File: config.mk
export PLATFORM = sky130hd
export DESIGN_NAME = lsb_stego_embedder_flat
export DESIGN_NICKNAME = d
export VERILOG_FILES = /design/src/hw/rtl/lse_pkg.sv /design/src/hw/rtl/lse_in_if.sv /design/src/hw/rtl/lse_out_if.sv /design/src/hw/rtl/lsb_stego_embedder.sv /design/src/flat_wrapper.sv
export SDC_FILE = /design/constraint.sdc
export NUM_CORES = 1
export LEC_CHECK = 0
export BUFFER_PORTS_ARGS = -buffer_cell sky130_fd_sc_hd__buf_4
export CORE_MARGIN = 10
export CORE_UTILIZATION = 60
export CTS_BUF_LIST = sky130_fd_sc_hd__clkbuf_4 sky130_fd_sc_hd__clkbuf_8 sky130_fd_sc_hd__clkbuf_16
export DETAILED_ROUTE_END_ITERATION = 16
export HOLD_SLACK_MARGIN = 0.12
export PLACE_DENSITY = 0.74
export SLEW_MARGIN = 0
export SYNTH_ARGS = -nofsm -noshare
export SYNTH_HDL_FRONTEND = slang
export SYNTH_SLANG_ARGS = --single-unit
File: constraint.sdc
create_clock -name clk_i -period 3.75 [get_ports clk_i]
set_input_delay 0.9375 -clock clk_i [delete_from_list [all_inputs] [get_ports clk_i]]
set_output_delay 0.9375 -clock clk_i [all_outputs]
set_load 0.1 [all_outputs]
File: src/hw/rtl/lse_pkg.sv
`timescale 1ns / 1ps
`default_nettype none
// ----------------------------------------------------------------------------
// lse_pkg
// Shared codes and field widths for the LSB steganography embedder.
// ----------------------------------------------------------------------------
package lse_pkg;

  localparam int unsigned KindW    = 2;
  localparam int unsigned ByteW    = 8;
  localparam int unsigned NibbleW  = 4;
  localparam int unsigned FlagIdxW = 2;
  localparam int unsigned ModeW    = 2;
  localparam int unsigned NumPat   = 4;
  localparam int unsigned SlotW    = 3;

  // Item kinds.
  localparam logic [KindW-1:0] KIND_CLEAR = 2'd0;
  localparam logic [KindW-1:0] KIND_SCAN  = 2'd1;
  localparam logic [KindW-1:0] KIND_FLAG  = 2'd2;
  localparam logic [KindW-1:0] KIND_EMBED = 2'd3;

  // Embedding modes; the unused code behaves as one-bit LSB.
  localparam logic [ModeW-1:0] MODE_LSB1 = 2'd0;
  localparam logic [ModeW-1:0] MODE_LSB4 = 2'd1;
  localparam logic [ModeW-1:0] MODE_LSBI = 2'd2;

  localparam logic [ByteW-1:0] MASK_BIT0  = 8'hFE;
  localparam logic [ByteW-1:0] MASK_NIB   = 8'hF0;
  localparam logic [NibbleW-1:0] MASK_LOW = 4'hF;

endpackage : lse_pkg
`default_nettype wire

File: src/hw/rtl/lse_in_if.sv
`timescale 1ns / 1ps
`default_nettype none
// ----------------------------------------------------------------------------
// lse_in_if
// Valid/ready channel that carries one cover item into the embedder.
// ----------------------------------------------------------------------------
interface lse_in_if
  import lse_pkg::*;
();
  logic                valid;
  logic                ready;
  logic [KindW-1:0]    kind;
  logic [ByteW-1:0]    cover_byte;
  logic [NibbleW-1:0]  payload_bits;
  logic [FlagIdxW-1:0] flag_index;

  modport source (
    output valid, kind, cover_byte, payload_bits, flag_index,
    input  ready
  );

  modport sink (
    input  valid, kind, cover_byte, payload_bits, flag_index,
    output ready
  );
endinterface : lse_in_if
`default_nettype wire

File: src/hw/rtl/lse_out_if.sv
`timescale 1ns / 1ps
`default_nettype none
// ----------------------------------------------------------------------------
// lse_out_if
// Valid/ready channel that carries one stego item out of the embedder.
// ----------------------------------------------------------------------------
interface lse_out_if
  import lse_pkg::*;
();
  logic               valid;
  logic               ready;
  logic [ByteW-1:0]   stego_byte;
  logic [NibbleW-1:0] flags_now;

  modport source (
    output valid, stego_byte, flags_now,
    input  ready
  );

  modport sink (
    input  valid, stego_byte, flags_now,
    output ready
  );
endinterface : lse_out_if
`default_nettype wire

File: src/hw/rtl/lsb_stego_embedder.sv
`timescale 1ns / 1ps
`default_nettype none
// ----------------------------------------------------------------------------
// lsb_stego_embedder
// Hides payload bits in cover bytes with one-bit LSB, four-bit LSB or LSBI.
// ----------------------------------------------------------------------------
// The block takes one item per clock cycle unless a result item waits untaken. An
// accepted item sits in the input register and moves to the result register when
// that register can take it and is offered there; an item with a result waits
// in the input register only while the result register holds an untaken item.
// Clear and scan items update the eight saturating pattern counters and return
// nothing. Flag items latch the four inversion flags from the counter
// comparisons and return the cover byte with the selected flag in bit 0. Embed
// items return the cover byte with the payload written per the mode. Write the
// mode only while no item is in flight.
module lsb_stego_embedder
  import lse_pkg::*;
#(
  parameter int unsigned COUNT_BITS = 32
) (
  input  wire logic             clk_i,
  input  wire logic             rst_ni,
  input  wire logic             cfg_we_i,
  input  wire logic [ModeW-1:0] cfg_wdata_i,
  lse_in_if.sink                in_i,
  lse_out_if.source             out_o
);

  logic [ModeW-1:0] mode_q;

  logic                s1_valid_q;
  logic [KindW-1:0]    s1_kind_q;
  logic [ByteW-1:0]    s1_cover_q;
  logic [NibbleW-1:0]  s1_payload_q;
  logic [FlagIdxW-1:0] s1_fidx_q;

  logic [COUNT_BITS-1:0] count_q [2*NumPat];
  logic [NumPat-1:0]     flags_q;
  logic [NumPat-1:0]     flags_d;

  logic               out_valid_q;
  logic [ByteW-1:0]   out_byte_q;
  logic [NibbleW-1:0] out_flags_q;

  logic               has_result;
  logic               s1_fire;
  logic               in_fire;
  logic [1:0]         pattern;
  logic               pbit;
  logic [SlotW-1:0]   scan_slot;
  logic [ByteW-1:0]   res_byte;
  logic [NumPat-1:0]  cmp_flags;

  assign has_result = (s1_kind_q == KIND_FLAG) || (s1_kind_q == KIND_EMBED);
  assign s1_fire    = s1_valid_q && (!has_result || !out_valid_q || out_o.ready);
  assign in_i.ready = !s1_valid_q || s1_fire;
  assign in_fire    = in_i.valid && in_i.ready;

  assign pattern   = s1_cover_q[2:1];
  assign pbit      = s1_payload_q[0];
  assign scan_slot = {pattern, s1_cover_q[0] ^ pbit};

  always_comb begin
    for (int p = 0; p < NumPat; p++) begin
      cmp_flags[p] = count_q[2*p+1] > count_q[2*p];
    end
  end

  always_comb begin
    flags_d  = flags_q;
    res_byte = (s1_cover_q & MASK_BIT0) | {{(ByteW-1){1'b0}}, pbit};
    unique case (s1_kind_q)
      KIND_FLAG: begin
        flags_d  = cmp_flags;
        res_byte = (s1_cover_q & MASK_BIT0) | {{(ByteW-1){1'b0}}, cmp_flags[s1_fidx_q]};
      end
      KIND_EMBED: begin
        if (mode_q == MODE_LSB4) begin
          res_byte = (s1_cover_q & MASK_NIB) | {{(ByteW-NibbleW){1'b0}}, s1_payload_q & MASK_LOW};
        end else if (mode_q == MODE_LSBI) begin
          res_byte = (s1_cover_q & MASK_BIT0)
                   | {{(ByteW-1){1'b0}}, pbit ^ flags_q[pattern]};
        end
      end
      KIND_CLEAR, KIND_SCAN: begin
      end
      default: begin
      end
    endcase
  end

  always_ff @(posedge clk_i or negedge rst_ni) begin
    if (!rst_ni) begin
      mode_q <= MODE_LSB1;
    end else if (cfg_we_i) begin
      mode_q <= cfg_wdata_i;
    end
  end

  always_ff @(posedge clk_i or negedge rst_ni) begin
    if (!rst_ni) begin
      s1_valid_q <= 1'b0;
    end else if (in_i.ready) begin
      s1_valid_q <= in_i.valid;
    end
  end

  always_ff @(posedge clk_i) begin
    if (in_fire) begin
      s1_kind_q    <= in_i.kind;
      s1_cover_q   <= in_i.cover_byte;
      s1_payload_q <= in_i.payload_bits;
      s1_fidx_q    <= in_i.flag_index;
    end
  end

  always_ff @(posedge clk_i or negedge rst_ni) begin
    if (!rst_ni) begin
      for (int c = 0; c < 2*NumPat; c++) begin
        count_q[c] <= '0;
      end
      flags_q <= '0;
    end else if (s1_fire) begin
      for (int c = 0; c < 2*NumPat; c++) begin
        if (s1_kind_q == KIND_CLEAR) begin
          count_q[c] <= '0;
        end else if ((s1_kind_q == KIND_SCAN) && (scan_slot == SlotW'(c))
                     && (count_q[c] != '1)) begin
          count_q[c] <= count_q[c] + 1'b1;
        end
      end
      flags_q <= flags_d;
    end
  end

  always_ff @(posedge clk_i or negedge rst_ni) begin
    if (!rst_ni) begin
      out_valid_q <= 1'b0;
    end else if (s1_fire && has_result) begin
      out_valid_q <= 1'b1;
    end else if (out_o.ready) begin
      out_valid_q <= 1'b0;
    end
  end

  always_ff @(posedge clk_i) begin
    if (s1_fire && has_result) begin
      out_byte_q  <= res_byte;
      out_flags_q <= flags_d;
    end
  end

  assign out_o.valid      = out_valid_q;
  assign out_o.stego_byte = out_byte_q;
  assign out_o.flags_now  = out_flags_q;

endmodule : lsb_stego_embedder
`default_nettype wire

File: src/flat_wrapper.sv
// flat-port wrapper written by rule: the top's interface ports become plain ports
module lsb_stego_embedder_flat import lse_pkg::*;
#(
  parameter int unsigned COUNT_BITS = 32
)
  (clk_i, rst_ni, cfg_we_i, cfg_wdata_i, in_i_valid, in_i_kind, in_i_cover_byte, in_i_payload_bits, in_i_flag_index, in_i_ready, out_o_valid, out_o_stego_byte, out_o_flags_now, out_o_ready);
  lse_in_if in_i_i ();
  lse_out_if out_o_i ();
  input  wire logic clk_i;
  input  wire logic rst_ni;
  input  wire logic cfg_we_i;
  input  wire logic [ModeW-1:0] cfg_wdata_i;
  input wire logic [$bits(in_i_i.valid)-1:0] in_i_valid;
  input wire logic [$bits(in_i_i.kind)-1:0] in_i_kind;
  input wire logic [$bits(in_i_i.cover_byte)-1:0] in_i_cover_byte;
  input wire logic [$bits(in_i_i.payload_bits)-1:0] in_i_payload_bits;
  input wire logic [$bits(in_i_i.flag_index)-1:0] in_i_flag_index;
  output wire logic [$bits(in_i_i.ready)-1:0] in_i_ready;
  output wire logic [$bits(out_o_i.valid)-1:0] out_o_valid;
  output wire logic [$bits(out_o_i.stego_byte)-1:0] out_o_stego_byte;
  output wire logic [$bits(out_o_i.flags_now)-1:0] out_o_flags_now;
  input wire logic [$bits(out_o_i.ready)-1:0] out_o_ready;
  assign in_i_i.valid = in_i_valid;
  assign in_i_i.kind = in_i_kind;
  assign in_i_i.cover_byte = in_i_cover_byte;
  assign in_i_i.payload_bits = in_i_payload_bits;
  assign in_i_i.flag_index = in_i_flag_index;
  assign in_i_ready = in_i_i.ready;
  assign out_o_valid = out_o_i.valid;
  assign out_o_stego_byte = out_o_i.stego_byte;
  assign out_o_flags_now = out_o_i.flags_now;
  assign out_o_i.ready = out_o_ready;
  lsb_stego_embedder #(.COUNT_BITS(COUNT_BITS)) u_core (.clk_i(clk_i), .rst_ni(rst_ni), .cfg_we_i(cfg_we_i), .cfg_wdata_i(cfg_wdata_i), .in_i(in_i_i), .out_o(out_o_i));
endmodule
==> summary.md <==
| Metric | Value |
|---|---|
| Outcome | completed |
| Clk buf depth | 3 |
| Area grow syn2layout | 10.5% |
| Slew Viols, Final | 0 |
| Clock Skew | 17.1 ps |
| Setup WS post-layout | slightly below 800 ps |
| H-tree Lvls | 2 |
| GR Overflow Total | 0 |
| Setup violations, final | 0 |
| Full die area | 37100 um^2 |
| Worst r2r src | u_core.count_q[47] |
| Hpwl dp | between 30000 and 40000 um |
| DR WL met3 | roughly 2100 um |
| CTS Sinks | between 200 and 300 |
| Worst hold path type | input pin to async pin |
| Cell area after layout | ~20000 um^2 |
| Row count | 63 |
| First-pass iteration count of the detailed router | 5 |
| Top sig layer | met4 |
| Core Area | 29600 um^2 |
| Average size of a mapped cell | between 9 and 10 um^2 |
| CTS Buf Count | 35 |
| Flop-to-flop setup slack | between 700 and 800 ps |
| Post-synth top area share | a little under two fifths |
| Minimum clock period | slightly below 3000 ps |
| Remaining antenna violation count | 0 |
| Nets | 2155 |
| Mapped Cells | between 1500 and 2000 |
| Die span in x | between 150 and 200 um |
| Clk Latency, worst-skew pair | ~530 ps |
| # port buffers | 36 |
| Syn. warnings | 0 |
| Cell area after synthesis | 17900 um^2 |
| Wire length on met1 | between 15000 and 20000 um |
| Count of unique library cells instantiated by Yosys | 76 |
| Detailed-route via count | about 15000 |
| Seq/Total Area, Yosys | between 40% and 50% |
| Req. time, crit path | 4150 ps |
| # DRC | 0 |
| GRT Total Usage | 23.4% |
| Dominant synthesized flop cell | dfrtp_1 |
| Setup Crit Path Kind | flop to flop |
| Worst EP arrival | approximately 3400 ps |
| Ports | 37 |
| Startpoint types | flop |
| Crit-path max cell delay | between 700 and 800 ps |
| TritonCTS clock tree | built |
| Worst path cell trace | nand4_1 -> nor4_1 -> nand4_1 -> a21oi_1 -> buf_4 -> nor3_1 -> xnor2_1 -> nor2_1 |
| Final GP Congestion | between 0.8 and 0.9 |
| Placed inst area | between 15000 and 20000 um^2 |
| Detailed Route WL | 42500 um |
| WL met2 | about 20000 um |
| Synth area leaders | dfrtp_1 (37%), ha_1 (9.5%), xnor2_1 (7.0%) |
| MaxCap Viol Count | 0 |
| Vias in the first global route | around 14000 |
| Syn_nets | 2123 |
| Worst Path Max Fanout | 12 |
| CP Capture Type | flop |
| Worst Max-Slew Pin Slew | around 1200 ps |
| R2r endpoint | u_core.count_q[49] |
| Worst rel slew slack | 20.3% |
| Biggest area consumer among synthesized cells | dfrtp_1 |
| Power per cell area | about 370 nW/um^2 |
| Routed length per placed instance | roughly 18 um |
| WP buf/inv | 1 |
| Root Buffer | clkbuf_16 |
| Worst vdd ir | 0.000313 V |
| Die height | 193 um |
| Antenna violations before repair | 1 |
| Largest net degree at the start of global routing | 116 |
| Routed vias/inst | between 6 and 7 |
| Fin crit share | 78.8% |
| Initial core utilization | approximately 61% |
| Setup_tns | 0 ps |
| Top cell by count, worst path | nand4_1 |
| RSZ-0062 raised after global routing | no |
| First-pass GRT wire length | just over 70000 um |
| Initial DRC count | approximately 970 |
| Resize count post-CTS | 0 |
| Post-CTS Setup Bufs | 0 |
| Place WS | roughly 670 ps |
| Fin. Hold Viols | 0 |
| Number of enable flip-flop cells after synthesis | 28 |
| Post-synth ARST share | between 90% and 100% |
| Layout cells sized above 1 | 7.76% |
| Fmax | 338 MHz |
| CTS Hold Buffers Added | 0 |
| Slowest-stage cell, CP | nor4_1 |
| CP top delay family | simple AND/OR/NAND/NOR gates |
| Clk slew on worst S/H paths | ~60 ps |
| Leakage | 8.48 nW |
| Flops & latches, synth | just under 300 |
| Worst reg2reg path depth | 8 |
## cell type report
class	count	area (um^2)
repair buffers	54	438
clock inverters	15	144
flip-flops and latches	292	7450
multi-input cells	1462	9650
well taps	390	488
diodes	1	2.50
clock buffers	48	1050
inverters	151	567
fillers	2365	9780
## layout by cell type, fill, tap and decap left out, types with 11 or more instances in the layout
cell type | Yosys | routed
inv_1 | 151 | 151
o21ai_0 | 57 | 57
nand4_1 | 83 | 83
clkbuf_16 | 0 | 37
nand2_1 | 148 | 147
nand3_1 | 109 | 109
xor2_1 | 58 | 58
and4_1 | 34 | 34
xnor2_1 | 143 | 143
edfxtp_1 | 28 | 28
ha_1 | 136 | 136
and3_1 | 33 | 33
buf_4 | 2 | 51
o211ai_1 | 12 | 12
or3_1 | 33 | 33
nor2_1 | 261 | 261
and2_1 | 16 | 15
a211oi_1 | 17 | 17
mux2_2 | 12 | 12
nor3_1 | 61 | 61
dfrtp_1 | 264 | 264
a21oi_1 | 79 | 79
a21o_1 | 11 | 11
nor4_1 | 43 | 43
## synthesized netlist by cell type, types with 9 or more instances
library cell	number
dfrtp_1	264
nor2_1	261
inv_1	151
nand2_1	148
xnor2_1	143
ha_1	136
nand3_1	109
nand4_1	83
a21oi_1	79
nor3_1	61
xor2_1	58
o21ai_0	57
clkbuf_1	46
nor4_1	43
and4_1	34
and3_1	33
or3_1	33
edfxtp_1	28
a211oi_1	17
and2_1	16
mux2_2	12
o211ai_1	12
a21o_1	11
a221oi_1	9
buf_2	9
## cell families after synthesis
family | share of synthesized area, %
AND/OR/NAND/NOR | 24.9
buffers and inverters | 4.51
XOR/XNOR | 9.93
AO/OA/AOI/OAI | 8.37
multiplexers | 1.16
flip-flops | 41.6
adder cells (fa/ha/maj) | 9.51
## through the flow
stage          instances  hold slack, ps  power [mW]  util [%]
6_report            2413             312        7.31      66.9
5_1_grt             2413             328        7.57      66.9
4_1_cts             2412             312        7.38      66.9
3_5_place_dp        2349             410        3.86      62.9
3_3_place_gp        2349             401        3.85      62.9
2_1_floorplan       1964             466        3.66         -
## where the power goes
group | switching (mW) | internal [mW] | leakage [nW]
Clock | 1.35 | 2.15 | 0.600
Combinational | 0.343 | 0.144 | 3.94
Sequential | 0.0555 | 3.26 | 3.94
## flip-flops by register name (all words and copies together), names as in the netlist
name                     cells
u_core.mode_q                2
u_core.s1_kind_q             2
u_core.s1_fidx_q             2
u_core.flags_q               4
u_core.out_o.valid           1
u_core.s1_cover_q            8
u_core.s1_payload_q          4
u_core.s1_valid_q            1
u_core.count_q             256
u_core.out_o.stego_byte      8
u_core.out_o.flags_now       4
## routing by layer
metal | vias to the layer above | track usage, %
met2 | 380 | 36.3
li1 | 6995 | -
met5 | - | 0
met4 | 0 | 7.39
met3 | 74 | 3.13
met1 | 7055 | 33.2
## worst max-delay path by stage
stage / from / end / cells past startpoint
after CTS: u_core.count_q[47] / u_core.count_q[49] / 8
after floorplan: u_core.out_o.valid / u_core.s1_cover_q[0] / 3
after detailed placement: out_o_ready / u_core.count_q[123] / 8
final: u_core.count_q[47] / u_core.count_q[49] / 8
after global placement: out_o_ready / u_core.count_q[156] / 8
after global routing: u_core.count_q[147] / u_core.out_o.stego_byte[0] / 8
Note: power is estimated with default switching activity, not from simulation.
